`config.mk`:
```
export PLATFORM = sky130hd
export DESIGN_NAME = line_follower_pd_controller_unit
export DESIGN_NICKNAME = d
export VERILOG_FILES = /design/src/sv/lfpd_pkg.sv /design/src/sv/line_follower_pd_controller_unit.sv /design/src/sv/lfpd_ctrl.sv /design/src/sv/lfpd_datapath.sv
export SDC_FILE = /design/constraint.sdc
export NUM_CORES = 2
export LEC_CHECK = 0
export BUFFER_PORTS_ARGS = -buffer_cell sky130_fd_sc_hd__buf_2
export CAP_MARGIN = 20
export CORE_MARGIN = 5
export CORE_UTILIZATION = 33
export DETAILED_ROUTE_END_ITERATION = 10
export GPL_TIMING_DRIVEN = 0
export SETUP_SLACK_MARGIN = 0.02
export SLEW_MARGIN = 40
export SYNTH_ARGS = -nofsm -noshare
export SYNTH_HDL_FRONTEND = slang
export SYNTH_SLANG_ARGS = --single-unit
```
`constraint.sdc`:
```
create_clock -name clk -period 9.35 [get_ports clk]
set_input_delay 1.87 -clock clk [delete_from_list [all_inputs] [get_ports clk]]
set_output_delay 1.87 -clock clk [all_outputs]
set_load 0.1 [all_outputs]
```
`src/sv/lfpd_pkg.sv`:
```
// Shared types and constants for the line follower PD controller.
// Holds the transaction structs, codes, reset values and controller/datapath links.
// No dependencies.
`default_nettype none

package lfpd_pkg;

	// Sizes fixed by the interface
	localparam int LFPD_SENSOR_INPUTS = 4;
	localparam int LFPD_CFG_INDEX_W   = 3;
	localparam int LFPD_CFG_DATA_W    = 32;

	// Default module parameters
	localparam int LFPD_SENSOR_COUNT        = 4;
	localparam int LFPD_MARKER_MIN_BLACK    = 3;
	localparam int LFPD_MARKER_STABLE_TICKS = 20;

	// Reciprocal of 6 for the averaging step: floor(n/3/2) = (n * RECIP) >> SHIFT, n < 2^15
	localparam logic [15:0] LFPD_DIV6_RECIP = 16'd43691;
	localparam int          LFPD_DIV6_SHIFT = 18;

	// Register reset values
	localparam logic signed [15:0] RST_GAIN_PROP    = 16'sd256;
	localparam logic signed [15:0] RST_GAIN_DERIV   = 16'sd0;
	localparam logic signed [15:0] RST_CRUISE_SPEED = 16'sd0;
	localparam logic [8:0]         RST_CORNER_SCALE = 9'd128;
	localparam logic [14:0]        RST_SHARP_ERROR  = 15'd512;
	localparam logic [31:0]        RST_WEIGHTS      = 32'hD0F0_1030;
	localparam logic [15:0]        RST_LEAVE_CLEAR  = 16'd100;
	localparam logic [31:0]        RST_MIN_RUN      = 32'd2000;

	// Configuration register indexes
	typedef enum logic [LFPD_CFG_INDEX_W-1:0] {
		REG_GAIN_PROP,
		REG_GAIN_DERIV,
		REG_CRUISE_SPEED,
		REG_CORNER_SCALE,
		REG_SHARP_ERROR,
		REG_SENSOR_WEIGHTS,
		REG_LEAVE_CLEAR_TICKS,
		REG_MIN_RUN_TICKS
	} reg_index_t;

	// Command codes of an input transaction (the fourth code is ignored)
	typedef enum logic [1:0] {
		OP_TICK  = 2'd0,
		OP_START = 2'd1,
		OP_ABORT = 2'd2
	} opcode_t;

	// Run phase as reported on the output
	typedef enum logic [1:0] {
		PH_IDLE   = 2'd0,
		PH_LEAVE  = 2'd1,
		PH_RUN    = 2'd2,
		PH_FINISH = 2'd3
	} run_phase_t;

	// Sequencer states
	typedef enum logic [1:0] {
		ST_IDLE,
		ST_DIV,
		ST_MUL,
		ST_FIN
	} ctrl_state_t;

	typedef struct packed {
		logic [1:0] opcode;
		logic [3:0] sensor_bits;
	} in_item_t;

	typedef struct packed {
		logic signed [15:0] left_speed;
		logic signed [15:0] right_speed;
		logic [1:0]         run_phase;
		logic [31:0]        elapsed_ticks;
		logic signed [15:0] line_error;
	} out_item_t;

	// Controller to datapath
	typedef struct packed {
		logic load;
		logic div_en;
		logic mul_en;
		logic commit;
	} ctrl_cmd_t;

	// Datapath to controller
	typedef struct packed {
		logic tick_active;
	} dp_status_t;

endpackage

`default_nettype wire

```
`src/sv/line_follower_pd_controller_unit.sv`:
```
// Top level of the line follower PD controller.
// Joins the sequencer (lfpd_ctrl) and the datapath (lfpd_datapath); depends on lfpd_pkg.
`default_nettype none

// One transaction at a time. A tick while leaving start or running passes through
// sum and count, averaging by the black-sensor count, the gain and base products,
// then rounding, saturation and the phase update; start, abort, ignored codes and
// ticks while idle or finished skip the multiply step. The input is stalled from
// acceptance until the result is written into the output register; a result held
// there by out_stall delays that write, so the next transaction may be accepted
// while one still waits.
// Configuration writes take effect at once and belong between transactions.
module line_follower_pd_controller_unit #(
	parameter int SENSOR_COUNT        = lfpd_pkg::LFPD_SENSOR_COUNT,
	parameter int MARKER_MIN_BLACK    = lfpd_pkg::LFPD_MARKER_MIN_BLACK,
	parameter int MARKER_STABLE_TICKS = lfpd_pkg::LFPD_MARKER_STABLE_TICKS
) (
	input  wire logic                                   clk,
	input  wire logic                                   arst_n,
	input  wire logic                                   cfg_write,
	input  wire logic [lfpd_pkg::LFPD_CFG_INDEX_W-1:0]  cfg_index,
	input  wire logic [lfpd_pkg::LFPD_CFG_DATA_W-1:0]   cfg_data,
	input  wire logic                                   in_valid,
	output logic                                        in_stall,
	input  lfpd_pkg::in_item_t                          in_data,
	output logic                                        out_valid,
	input  wire logic                                   out_stall,
	output lfpd_pkg::out_item_t                         out_data
);
	import lfpd_pkg::*;

	ctrl_cmd_t  cmd;
	dp_status_t status;

	lfpd_ctrl u_ctrl (
		.clk       (clk),
		.arst_n    (arst_n),
		.in_valid  (in_valid),
		.in_stall  (in_stall),
		.out_valid (out_valid),
		.out_stall (out_stall),
		.status    (status),
		.cmd       (cmd)
	);

	lfpd_datapath #(
		.SENSOR_COUNT        (SENSOR_COUNT),
		.MARKER_MIN_BLACK    (MARKER_MIN_BLACK),
		.MARKER_STABLE_TICKS (MARKER_STABLE_TICKS)
	) u_datapath (
		.clk       (clk),
		.arst_n    (arst_n),
		.cfg_write (cfg_write),
		.cfg_index (cfg_index),
		.cfg_data  (cfg_data),
		.in_data   (in_data),
		.cmd       (cmd),
		.status    (status),
		.out_data  (out_data)
	);

	// one transaction in flight: input stalls right after acceptance
	a_busy_after_accept: assert property (@(posedge clk) disable iff (!arst_n)
		in_valid && !in_stall |=> in_stall)
		else $error("input accepted while a transaction is in progress");

	// wheels stopped whenever idle or finished
	a_stopped_speeds: assert property (@(posedge clk) disable iff (!arst_n)
		out_valid && (out_data.run_phase == PH_IDLE || out_data.run_phase == PH_FINISH)
		|-> out_data.left_speed == 16'sd0 && out_data.right_speed == 16'sd0)
		else $error("non-zero speed reported while stopped");

	// elapsed time is cleared whenever the run is idle
	a_idle_elapsed: assert property (@(posedge clk) disable iff (!arst_n)
		out_valid && out_data.run_phase == PH_IDLE |-> out_data.elapsed_ticks == 32'd0)
		else $error("elapsed ticks not cleared in idle");

endmodule

`default_nettype wire

```
`src/sv/lfpd_ctrl.sv`:
```
// Sequencer for the line follower PD controller.
// Steps one transaction through sum, average, multiply (active ticks only) and commit.
// Owns the output valid. Depends on lfpd_pkg.
`default_nettype none

module lfpd_ctrl (
	input  wire logic              clk,
	input  wire logic              arst_n,
	input  wire logic              in_valid,
	output logic                   in_stall,
	output logic                   out_valid,
	input  wire logic              out_stall,
	input  lfpd_pkg::dp_status_t   status,
	output lfpd_pkg::ctrl_cmd_t    cmd
);
	import lfpd_pkg::*;

	ctrl_state_t state_q, state_d;
	logic        out_valid_q;
	logic        out_free;

	// output register can take a new result
	assign out_free = !out_valid_q || !out_stall;

	// next state
	always_comb begin
		state_d = state_q;
		unique case (state_q)
			ST_IDLE: if (in_valid) state_d = ST_DIV;
			ST_DIV:  state_d = status.tick_active ? ST_MUL : ST_FIN;
			ST_MUL:  state_d = ST_FIN;
			ST_FIN:  if (out_free) state_d = ST_IDLE;
			default: state_d = ST_IDLE;
		endcase
	end

	// commands
	always_comb begin
		cmd      = '0;
		in_stall = 1'b1;
		unique case (state_q)
			ST_IDLE: begin
				in_stall = 1'b0;
				cmd.load = in_valid;
			end
			ST_DIV:  cmd.div_en = 1'b1;
			ST_MUL:  cmd.mul_en = 1'b1;
			ST_FIN:  cmd.commit = out_free;
			default: in_stall = 1'b1;
		endcase
	end

	always_ff @(posedge clk or negedge arst_n) begin
		if (!arst_n) begin
			state_q     <= ST_IDLE;
			out_valid_q <= 1'b0;
		end else begin
			state_q <= state_d;
			if (cmd.commit)
				out_valid_q <= 1'b1;
			else if (!out_stall)
				out_valid_q <= 1'b0;
		end
	end

	assign out_valid = out_valid_q;

endmodule

`default_nettype wire

```
`src/sv/lfpd_datapath.sv`:
```
// Datapath of the line follower PD controller: registers, weighted error,
// PD products, saturation and run-phase bookkeeping.
// Depends on lfpd_pkg; driven by lfpd_ctrl.
`default_nettype none

module lfpd_datapath #(
	parameter int SENSOR_COUNT        = lfpd_pkg::LFPD_SENSOR_COUNT,
	parameter int MARKER_MIN_BLACK    = lfpd_pkg::LFPD_MARKER_MIN_BLACK,
	parameter int MARKER_STABLE_TICKS = lfpd_pkg::LFPD_MARKER_STABLE_TICKS
) (
	input  wire logic                                   clk,
	input  wire logic                                   arst_n,
	input  wire logic                                   cfg_write,
	input  wire logic [lfpd_pkg::LFPD_CFG_INDEX_W-1:0]  cfg_index,
	input  wire logic [lfpd_pkg::LFPD_CFG_DATA_W-1:0]   cfg_data,
	input  lfpd_pkg::in_item_t                          in_data,
	input  lfpd_pkg::ctrl_cmd_t                         cmd,
	output lfpd_pkg::dp_status_t                        status,
	output lfpd_pkg::out_item_t                         out_data
);
	import lfpd_pkg::*;

	// configuration
	logic signed [15:0] gain_prop_q, gain_deriv_q, cruise_speed_q;
	logic [8:0]         corner_scale_q;
	logic [14:0]        sharp_error_q;
	logic [31:0]        weights_q;
	logic [15:0]        leave_clear_q;
	logic [31:0]        min_run_q;

	// run state
	run_phase_t         phase_q;
	logic signed [15:0] held_err_q, prev_err_q;
	logic [15:0]        clear_q;
	logic [7:0]         stable_q;
	logic [31:0]        elapsed_q;

	// stage registers
	logic [1:0]         op_s1;
	logic signed [10:0] sum_s1;
	logic [2:0]         cnt_s1;
	logic signed [15:0] err_s2;
	logic               marker_s2;
	logic signed [31:0] prop_s3;
	logic signed [32:0] der_s3;
	logic signed [25:0] base_s3;
	logic               sharp_s3;
	out_item_t          out_q;

	function automatic logic signed [15:0] sat16(input logic signed [26:0] x);
		if (x > 27'sd32767)
			return 16'sh7FFF;
		else if (x < -27'sd32768)
			return 16'sh8000;
		else
			return x[15:0];
	endfunction

	// configuration writes
	always_ff @(posedge clk or negedge arst_n) begin
		if (!arst_n) begin
			gain_prop_q    <= RST_GAIN_PROP;
			gain_deriv_q   <= RST_GAIN_DERIV;
			cruise_speed_q <= RST_CRUISE_SPEED;
			corner_scale_q <= RST_CORNER_SCALE;
			sharp_error_q  <= RST_SHARP_ERROR;
			weights_q      <= RST_WEIGHTS;
			leave_clear_q  <= RST_LEAVE_CLEAR;
			min_run_q      <= RST_MIN_RUN;
		end else if (cfg_write) begin
			unique case (reg_index_t'(cfg_index))
				REG_GAIN_PROP:         gain_prop_q    <= cfg_data[15:0];
				REG_GAIN_DERIV:        gain_deriv_q   <= cfg_data[15:0];
				REG_CRUISE_SPEED:      cruise_speed_q <= cfg_data[15:0];
				REG_CORNER_SCALE:      corner_scale_q <= cfg_data[8:0];
				REG_SHARP_ERROR:       sharp_error_q  <= cfg_data[14:0];
				REG_SENSOR_WEIGHTS:    weights_q      <= cfg_data;
				REG_LEAVE_CLEAR_TICKS: leave_clear_q  <= cfg_data[15:0];
				REG_MIN_RUN_TICKS:     min_run_q      <= cfg_data;
				default: ;
			endcase
		end
	end

	// stage 1: weighted sum and count of black sensors
	logic signed [10:0] sum_c;
	logic [2:0]         cnt_c;

	always_comb begin
		sum_c = '0;
		cnt_c = '0;
		for (int i = 0; i < LFPD_SENSOR_INPUTS; i++) begin
			if (i < SENSOR_COUNT && in_data.sensor_bits[i]) begin
				sum_c = sum_c + 11'(signed'(weights_q[8*i +: 8]));
				cnt_c = cnt_c + 3'd1;
			end
		end
	end

	always_ff @(posedge clk) begin
		if (cmd.load) begin
			op_s1  <= in_data.opcode;
			sum_s1 <= sum_c;
			cnt_s1 <= cnt_c;
		end
	end

	// stage 2: rounded average, ties away from zero; held error when no sensor is black
	logic [9:0]         abs_sum;
	logic [13:0]        a_mag;
	logic [14:0]        n3;
	logic [30:0]        prod3;
	logic [13:0]        q_mag;
	logic signed [15:0] err_c;

	assign abs_sum = sum_s1[10] ? 10'(-sum_s1) : 10'(sum_s1);
	assign a_mag   = {abs_sum, 4'b0000};
	assign n3      = {a_mag, 1'b0} + 15'd3;
	assign prod3   = 31'(n3) * 31'(LFPD_DIV6_RECIP);

	always_comb begin
		case (cnt_s1)
			3'd2:    q_mag = 14'((15'(a_mag) + 15'd1) >> 1);
			3'd3:    q_mag = 14'(prod3 >> LFPD_DIV6_SHIFT);
			3'd4:    q_mag = 14'((15'(a_mag) + 15'd2) >> 2);
			default: q_mag = a_mag;
		endcase
		if (cnt_s1 == 3'd0)
			err_c = held_err_q;
		else if (sum_s1[10])
			err_c = -signed'(16'(q_mag));
		else
			err_c = signed'(16'(q_mag));
	end

	always_ff @(posedge clk) begin
		if (cmd.div_en) begin
			err_s2    <= err_c;
			marker_s2 <= 4'(cnt_s1) >= 4'(MARKER_MIN_BLACK);
		end
	end

	// stage 3: gain and base products, sharp-error check
	logic signed [16:0] diff_c;
	logic [15:0]        abs_err;

	assign diff_c  = 17'(err_s2) - 17'(prev_err_q);
	assign abs_err = err_s2[15] ? 16'(-err_s2) : 16'(err_s2);

	always_ff @(posedge clk) begin
		if (cmd.mul_en) begin
			prop_s3  <= 32'(gain_prop_q) * 32'(err_s2);
			der_s3   <= 33'(gain_deriv_q) * 33'(diff_c);
			base_s3  <= 26'(cruise_speed_q) * 26'(signed'({1'b0, corner_scale_q}));
			sharp_s3 <= abs_err > {1'b0, sharp_error_q};
		end
	end

	// stage 4: correction, wheel speeds
	logic signed [33:0] psum_c;
	logic signed [25:0] corr_c;
	logic signed [25:0] base_rnd;
	logic signed [15:0] base_sel;
	logic signed [15:0] left_c, right_c;

	assign psum_c   = 34'(prop_s3) + 34'(der_s3) + 34'sd128;
	assign corr_c   = psum_c[33:8];
	assign base_rnd = base_s3 + 26'sd128;
	assign base_sel = (marker_s2 || sharp_s3) ? sat16(27'(signed'(base_rnd[25:8])))
	                                           : cruise_speed_q;
	assign left_c   = sat16(27'(base_sel) + 27'(corr_c));
	assign right_c  = sat16(27'(base_sel) - 27'(corr_c));

	// run-phase bookkeeping
	logic        active_c;
	logic [31:0] elapsed_inc;
	logic [15:0] clear_inc;
	logic [7:0]  stable_inc;

	run_phase_t         phase_d;
	logic signed [15:0] held_d, prev_d;
	logic [15:0]        clear_d;
	logic [7:0]         stable_d;
	logic [31:0]        elapsed_d;
	logic signed [15:0] left_d, right_d;

	assign active_c    = (op_s1 == OP_TICK) && (phase_q == PH_LEAVE || phase_q == PH_RUN);
	assign elapsed_inc = (&elapsed_q) ? elapsed_q : elapsed_q + 32'd1;
	assign clear_inc   = (&clear_q) ? clear_q : clear_q + 16'd1;
	assign stable_inc  = (&stable_q) ? stable_q : stable_q + 8'd1;

	always_comb begin
		phase_d   = phase_q;
		held_d    = held_err_q;
		prev_d    = prev_err_q;
		clear_d   = clear_q;
		stable_d  = stable_q;
		elapsed_d = elapsed_q;
		left_d    = '0;
		right_d   = '0;
		unique case (op_s1)
			OP_START: begin
				phase_d   = PH_LEAVE;
				held_d    = '0;
				prev_d    = '0;
				clear_d   = '0;
				stable_d  = '0;
				elapsed_d = '0;
			end
			OP_ABORT: begin
				phase_d   = PH_IDLE;
				elapsed_d = '0;
			end
			OP_TICK: begin
				if (active_c) begin
					elapsed_d = elapsed_inc;
					held_d    = err_s2;
					prev_d    = err_s2;
					left_d    = left_c;
					right_d   = right_c;
					if (phase_q == PH_LEAVE) begin
						clear_d = marker_s2 ? 16'd0 : clear_inc;
						if (clear_d >= leave_clear_q)
							phase_d = PH_RUN;
					end else if (marker_s2 && elapsed_inc > min_run_q) begin
						stable_d = stable_inc;
						if (stable_inc >= 8'(MARKER_STABLE_TICKS)) begin
							phase_d = PH_FINISH;
							left_d  = '0;
							right_d = '0;
						end
					end else begin
						stable_d = '0;
					end
				end
			end
			default: ;
		endcase
	end

	always_ff @(posedge clk or negedge arst_n) begin
		if (!arst_n) begin
			phase_q    <= PH_IDLE;
			held_err_q <= '0;
			prev_err_q <= '0;
			clear_q    <= '0;
			stable_q   <= '0;
			elapsed_q  <= '0;
		end else if (cmd.commit) begin
			phase_q    <= phase_d;
			held_err_q <= held_d;
			prev_err_q <= prev_d;
			clear_q    <= clear_d;
			stable_q   <= stable_d;
			elapsed_q  <= elapsed_d;
		end
	end

	// result register
	always_ff @(posedge clk) begin
		if (cmd.commit) begin
			out_q.left_speed    <= left_d;
			out_q.right_speed   <= right_d;
			out_q.run_phase     <= phase_d;
			out_q.elapsed_ticks <= elapsed_d;
			out_q.line_error    <= held_d;
		end
	end

	assign out_data           = out_q;
	assign status.tick_active = active_c;

endmodule

`default_nettype wire
```
## Yosys cells after proc, flatten, opt, wreduce, memory -nomap -nowiden

Cells that the tools add are included.

| operators by class | value |
|---|---|
| magnitude comparators | 11 |
| $mul | 4 |
| $add $sub $neg | 21 |
| equal/unequal tests | 23 |
| reduce and logical (&&, ||, !) cells | 29 |
| mux-type cells | 60 |

Operator list:

| operator | number |
|---|---|
| $mux 16 | 22 |
| $pmux 16 s2 | 3 |
| $mux 32 | 2 |
| $pmux 32 s2 | 1 |
| $gt 27x16->1 const B | 2 |
| $lt 27x16->1 const B | 2 |
| $mux 11 | 4 |
| $pmux 14 s3 | 1 |
| $add 32x33->34 | 1 |
| $add 34x9->34 const B | 1 |
| $add 11x8->11 | 3 |
| $mul 16x17->33 | 1 |
| $add 32x1->32 const B | 1 |
| $gt 32x32->1 | 1 |
| $mul 16x16->32 | 1 |
| $mux 8 | 4 |
| $reduce_and 32->1 | 1 |
| $mul 15x16->31 const B | 1 |
| $add 16x26->27 | 1 |
| $sub 16x26->27 | 1 |
| $add 26x9->26 const B | 1 |
| $mul 16x10->26 | 1 |
| $reduce_and 2->1 | 10 |
| $gt 18x16->1 const B | 1 |
| 41 further kinds | 81 |

| storage, ports and cells | value |
|---|---|
| word-level logic and storage cells | 178 |
| output and inout bits | 84 |
| bits of input ports | 46 |
| register bits after elaboration | 452 |

## Depth between registers and ports, before layout

| logic depth | value |
|---|---|
| depth in word-level cells | 12 |
| depth in mapped cells | 40 |
| depth with buffers taken out | 38 |

## By module

From an unflattened synthesis, not the netlist that was laid out.

| second synthesis, totals | value |
|---|---|
| cell total of the unflattened synthesis | 5817 |
| area total of the unflattened synthesis | 55741.0 sq um |

By module, submodules not included:

| module | times used | area each (sq um) | seq. area each (sq um) | cells each |
|---|---|---|---|---|
| lfpd_datapath | 1 | 55503.2 | 12089.1 | 5795 |
| lfpd_ctrl | 1 | 237.7 | 75.1 | 22 |

## Worst setup path before layout

OpenSTA, ideal clock, no wires.

| path | value |
|---|---|
| kind | register to register |
| start | reg u_datapath.err_s2[0] |
| end | reg u_datapath.der_s3[32] (data pin) |
| data required time | 9.090 ns |
| path slack | 0.110 ns |
| library setup time | 0.260 ns |
| cell stages (with the launch flop) | 37 |
| arrival time | 8.980 ns |
| period minus slack after synthesis | 9.240 ns |
| path buffers | 3 |
| cell sequence | edfxtp_1 clkbuf_1 inv_1 ha_1 inv_1 fa_1 a21o_1 a21oi_1 o21ai_0 a21oi_1 nor2b_1 o21a_1 o31a_1 o21ba_2 a41o_1 o22ai_1 clkbuf_1 clkbuf_1 nand2_1 fa_1 fa_1 fa_1 fa_1 fa_1 inv_1 fa_1 ha_1 and3_1 a221o_1 nor3_1 nand3_1 o2111ai_1 o21ai_0 or4_1 a31oi_1 o21ai_0 xnor2_1 |

| between the ends | value |
|---|---|
| cells in the longest elaborated chain, start to end | 2 |

RTL lines:

| what | line | text |
|---|---|---|
| from (decl) | lfpd_datapath.sv:42 | `logic signed [15:0] err_s2;` |
| from (signal assigned) | lfpd_datapath.sv:138 | `err_s2 <= err_c;` |
| $sub 16x16->17 | lfpd_datapath.sv:147 | `assign diff_c = 17'(err_s2) - 17'(prev_err_q);` |
| $mul 16x17->33 | lfpd_datapath.sv:153 | `der_s3 <= 33'(gain_deriv_q) * 33'(diff_c);` |
| to (signal assigned) | lfpd_datapath.sv:153 |  |
| to (decl) | lfpd_datapath.sv:45 | `logic signed [32:0] der_s3;` |

No other way between the ends.
A chain may end at the register's enable or synchronous reset.

## Worst setup path in the final report

Same ends and word-level chain as after synthesis.

==> flow_summary_export.csv <==
group,metric,value,unit
status,status,"finished, final reports clean",
global_route,grt_pass1_wl,242000,um
final_layout,num-fill-cells,16800,
synth,syn_inst,5800,
floorplan,ios,130,
timing,fin_crit,9.11,ns
synth,ys_ff_latch,445,
global_route,overflow,0,
routing,ant_nets,0,
synth,syn_area,55800,um2
synth,synth_edf_count,200,
global_route,grt_usage,0.171,
timing,max_clock_freq,0.110,GHz
synth,synthMuxAreaShare,0.0340,
worst_setup_path,critPathTopFamily,"adder cells",
worst_setup_path,path_buf_inv,8,
worst_setup_path,crit_type,"flop to flop",
worst_setup_path,worstRegToRegCells,38,
timing,maxSlewViolCount,0,
worst_setup_path,critPathMaxFanout,5,
floorplan,die_w,421,um
final_layout,post-route-util,0.370,
synth,synth_area_leaders,"fa_1 25%, ha_1 12%, edfxtp_1 11%, dfrtp_1 10%, inv_1 6.5%",
floorplan,rows,151,
timing,grt_setup_unrepaired,"true",
placed_design,placed_area,59600,um2
worst_setup_path,start_kind,"flop",
synth,synth-simple-area-share,0.138,
final_layout,drive_gt1_frac,0.101,
placed_design,place_ws,-1.75,ns
final_layout,nets,7334,
floorplan,die_h,421,um
synth,post-synth-top-area-fraction,0.251,
clock_tree,cts-hold-fix-buffers,0,
synth,synth_fa_ha_area_frac,0.375,
floorplan,start_util,0.331,
routing,via_count,41700,
routing,first_pass_iters,6,
global_route,grt_pass1_vias,43400,
timing,finClkSkew,0.0766,ns
timing,setup_viol,0,
timing,timing.final.crit_share,0.975,
clock_tree,cts_sinks,445,
synth,ys_warn_count,0,
routing,vias_per_cell,5.02,
final_layout,design_area,62400,um2
placed_design,port_buffers,125,
synth,synth_xor_area_frac,0.0489,
synth,synth_compound_area_frac,0.104,
timing,worstMarginPinSlew,0.913,ns
synth,synthArstFlopShare,0.551,
synth,syn-num-nets,7100,
clock_tree,clk_pin_slew_worst_paths,0.06,ns
clock_tree,numCtsBuffers,55,
timing,slew_headroom,0.387,
worst_setup_path,cp.required,9.74,ns
worst_setup_path,crit_arrival,9.50,ns
clock_tree,cts_tree,"built",
placed_design,dp_hpwl,123000,um
clock_tree,cts_buffer_depth,3,
clock_tree,htree_levels,2,
synth,synth_top_family_by_area,"adder cells",
flow_run,max_cap_violations,0,
floorplan,die_area,177000,um2
worst_setup_path,cp_slowest_cell,"fa_1",
worst_setup_path,r2r_slack,0.24,ns
timing,setup_slack,0.238,ns
synth,ys_seq_area_frac,0.218,
synth,yosysMostFrequentCell,"inv_1",
global_route,grt_max_degree,69,
synth,yosys.area.top_type,"fa_1",
hold_path,hold_path_class,"flop to flop",
synth,ys_dominant_reg_cell,"dfrtp_1",
global_route,antenna_found_initial,12,
routing,dr.first_iter.drc_count,3065,
clock_tree,clk_latency,0.71,ns
worst_setup_path,cp_num_cells,38,
worst_setup_path,crit_top_cell,"fa_1",
synth,synth_cell_type_count,106,
worst_setup_path,cpPeakStageDelay,0.56,ns
placed_design,gp_congestion,0.899,
timing,setup_tns,0,ns
worst_setup_path,crit_path_end_kind,"flop",
routing,routed_wl,152000,um
final_layout,syn_to_final_growth,11.8,%
routing,wire_per_inst,18.3,um
floorplan,core-area,169000,um2
clock_tree,clockRootBuffer,"clkbuf_16",
routing,drcViolationCount,0,
synth,synthTopCellsByCount,"962 x inv_1, 700 x fa_1, 614 x nand2_1",
timing,finalHoldViolCount,0,
hold_path,hold_depth,1,
synth,synth.avg_cell_area,9.62,um2
-- registers in the layout, indices dropped and copies added (netlist names), 19 cells and up --
register              cells
u_datapath.prop_s3       32
u_datapath.weights_q     32
u_datapath.base_s3       19
u_datapath.out_data      82
u_datapath.elapsed_q     32
u_datapath.der_s3        33
u_datapath.min_run_q     32
-- placed cells by master (no fill, tap or decap), types with 32 or more instances in the layout --
master and instances:
a21o_1 75, a21oi_1 184, a22o_1 66, and2_1 296
and3_1 37, buf_2 135, buf_4 40, clkbuf_1 208
clkbuf_16 55, dfrtp_1 223, edfxtp_1 200, fa_1 693
ha_1 542, inv_1 960, mux2_2 158, nand2_1 612
nand2b_1 64, nand3_1 76, nand4_1 42, nor2_1 199
nor2b_1 49, nor3_1 49, o211ai_1 32, o21a_1 42
o21ai_0 183, o21bai_1 35, xnor2_1 207, xor2_1 85
-- worst register-to-register path, delay by kind of cell (launching register included) --
family | cells | cell delay, ns
compound gates | 13 | 2.58
xor+xnor | 1 | 0.14
fa+ha+maj | 9 | 3.71
buf+inv | 8 | 0.73
flops | 1 | 0.39
simple gates | 7 | 1.27
-- stage by stage --
step / std cells / hold WS [ns]
after floorplan: 5800 / 0.466
after CTS: 8280 / 0.501
after global placement: 8143 / 0.485
after global routing: 8303 / 0.511
final: 8306 / 0.498
after detailed placement: 8157 / 0.487
-- path summary, 6_finish.rpt --
kind / start / to
worst max register to register: u_datapath.err_s2[0] / u_datapath.der_s3[32]
max in group asynchronous: arst_n / u_datapath.corner_scale_q[7]
min in group asynchronous: arst_n / u_datapath.elapsed_q[26]
worst min register to register: u_datapath.prev_err_q[14] / u_datapath.prev_err_q[14]
worst max-delay path: u_datapath.err_s2[0] / u_datapath.der_s3[32]
worst min-delay path: u_datapath.prev_err_q[14] / u_datapath.prev_err_q[14]
-- metal layers --
metal,routed length [um],vias up,track usage,share of wire
met1,66400,21000,0.228,0.44
met2,72000,1156,0.286,0.47
met4,4760,0,0.0508,0.031
li1,-,19400,-,-
met3,9110,241,0.0273,0.060
met5,0,-,0,0
-- cell families (layout without fill, tap and decap cells) --
logic type | after synthesis | in the layout
AOI/OAI and AO/OA | 864 | 864
xor gates and xnor gates | 307 | 307
adders and majority gates | 1254 | 1254
buffers and inverters | 1204 | 1485
DFF | 445 | 445
muxes | 170 | 170
other | 0 | 7
and+or+nand+nor | 1556 | 1556
-- cell type report --
type	instances	area (um2)	area share
flip-flops and latches	445	12200	0.195
clock inverters	39	508	0.00814
diodes	7	17.5	0.000281
plain buffers	238	1010	0.0163
well taps	2218	2780	0.0445
multi-input cells	4151	39600	0.634
inverters	965	3640	0.0583
clock buffers	65	1430	0.0230
repair buffers	178	1260	0.0202
-- timing repair --
action,CTS,global route
pin swaps,17,35
buffers inserted,19,20
resized for setup,61,46
setup endpoints to repair,16,9
Power is not shown: default switching activity piles up to over one toggle a cycle in this logic, so the estimate is an artifact.
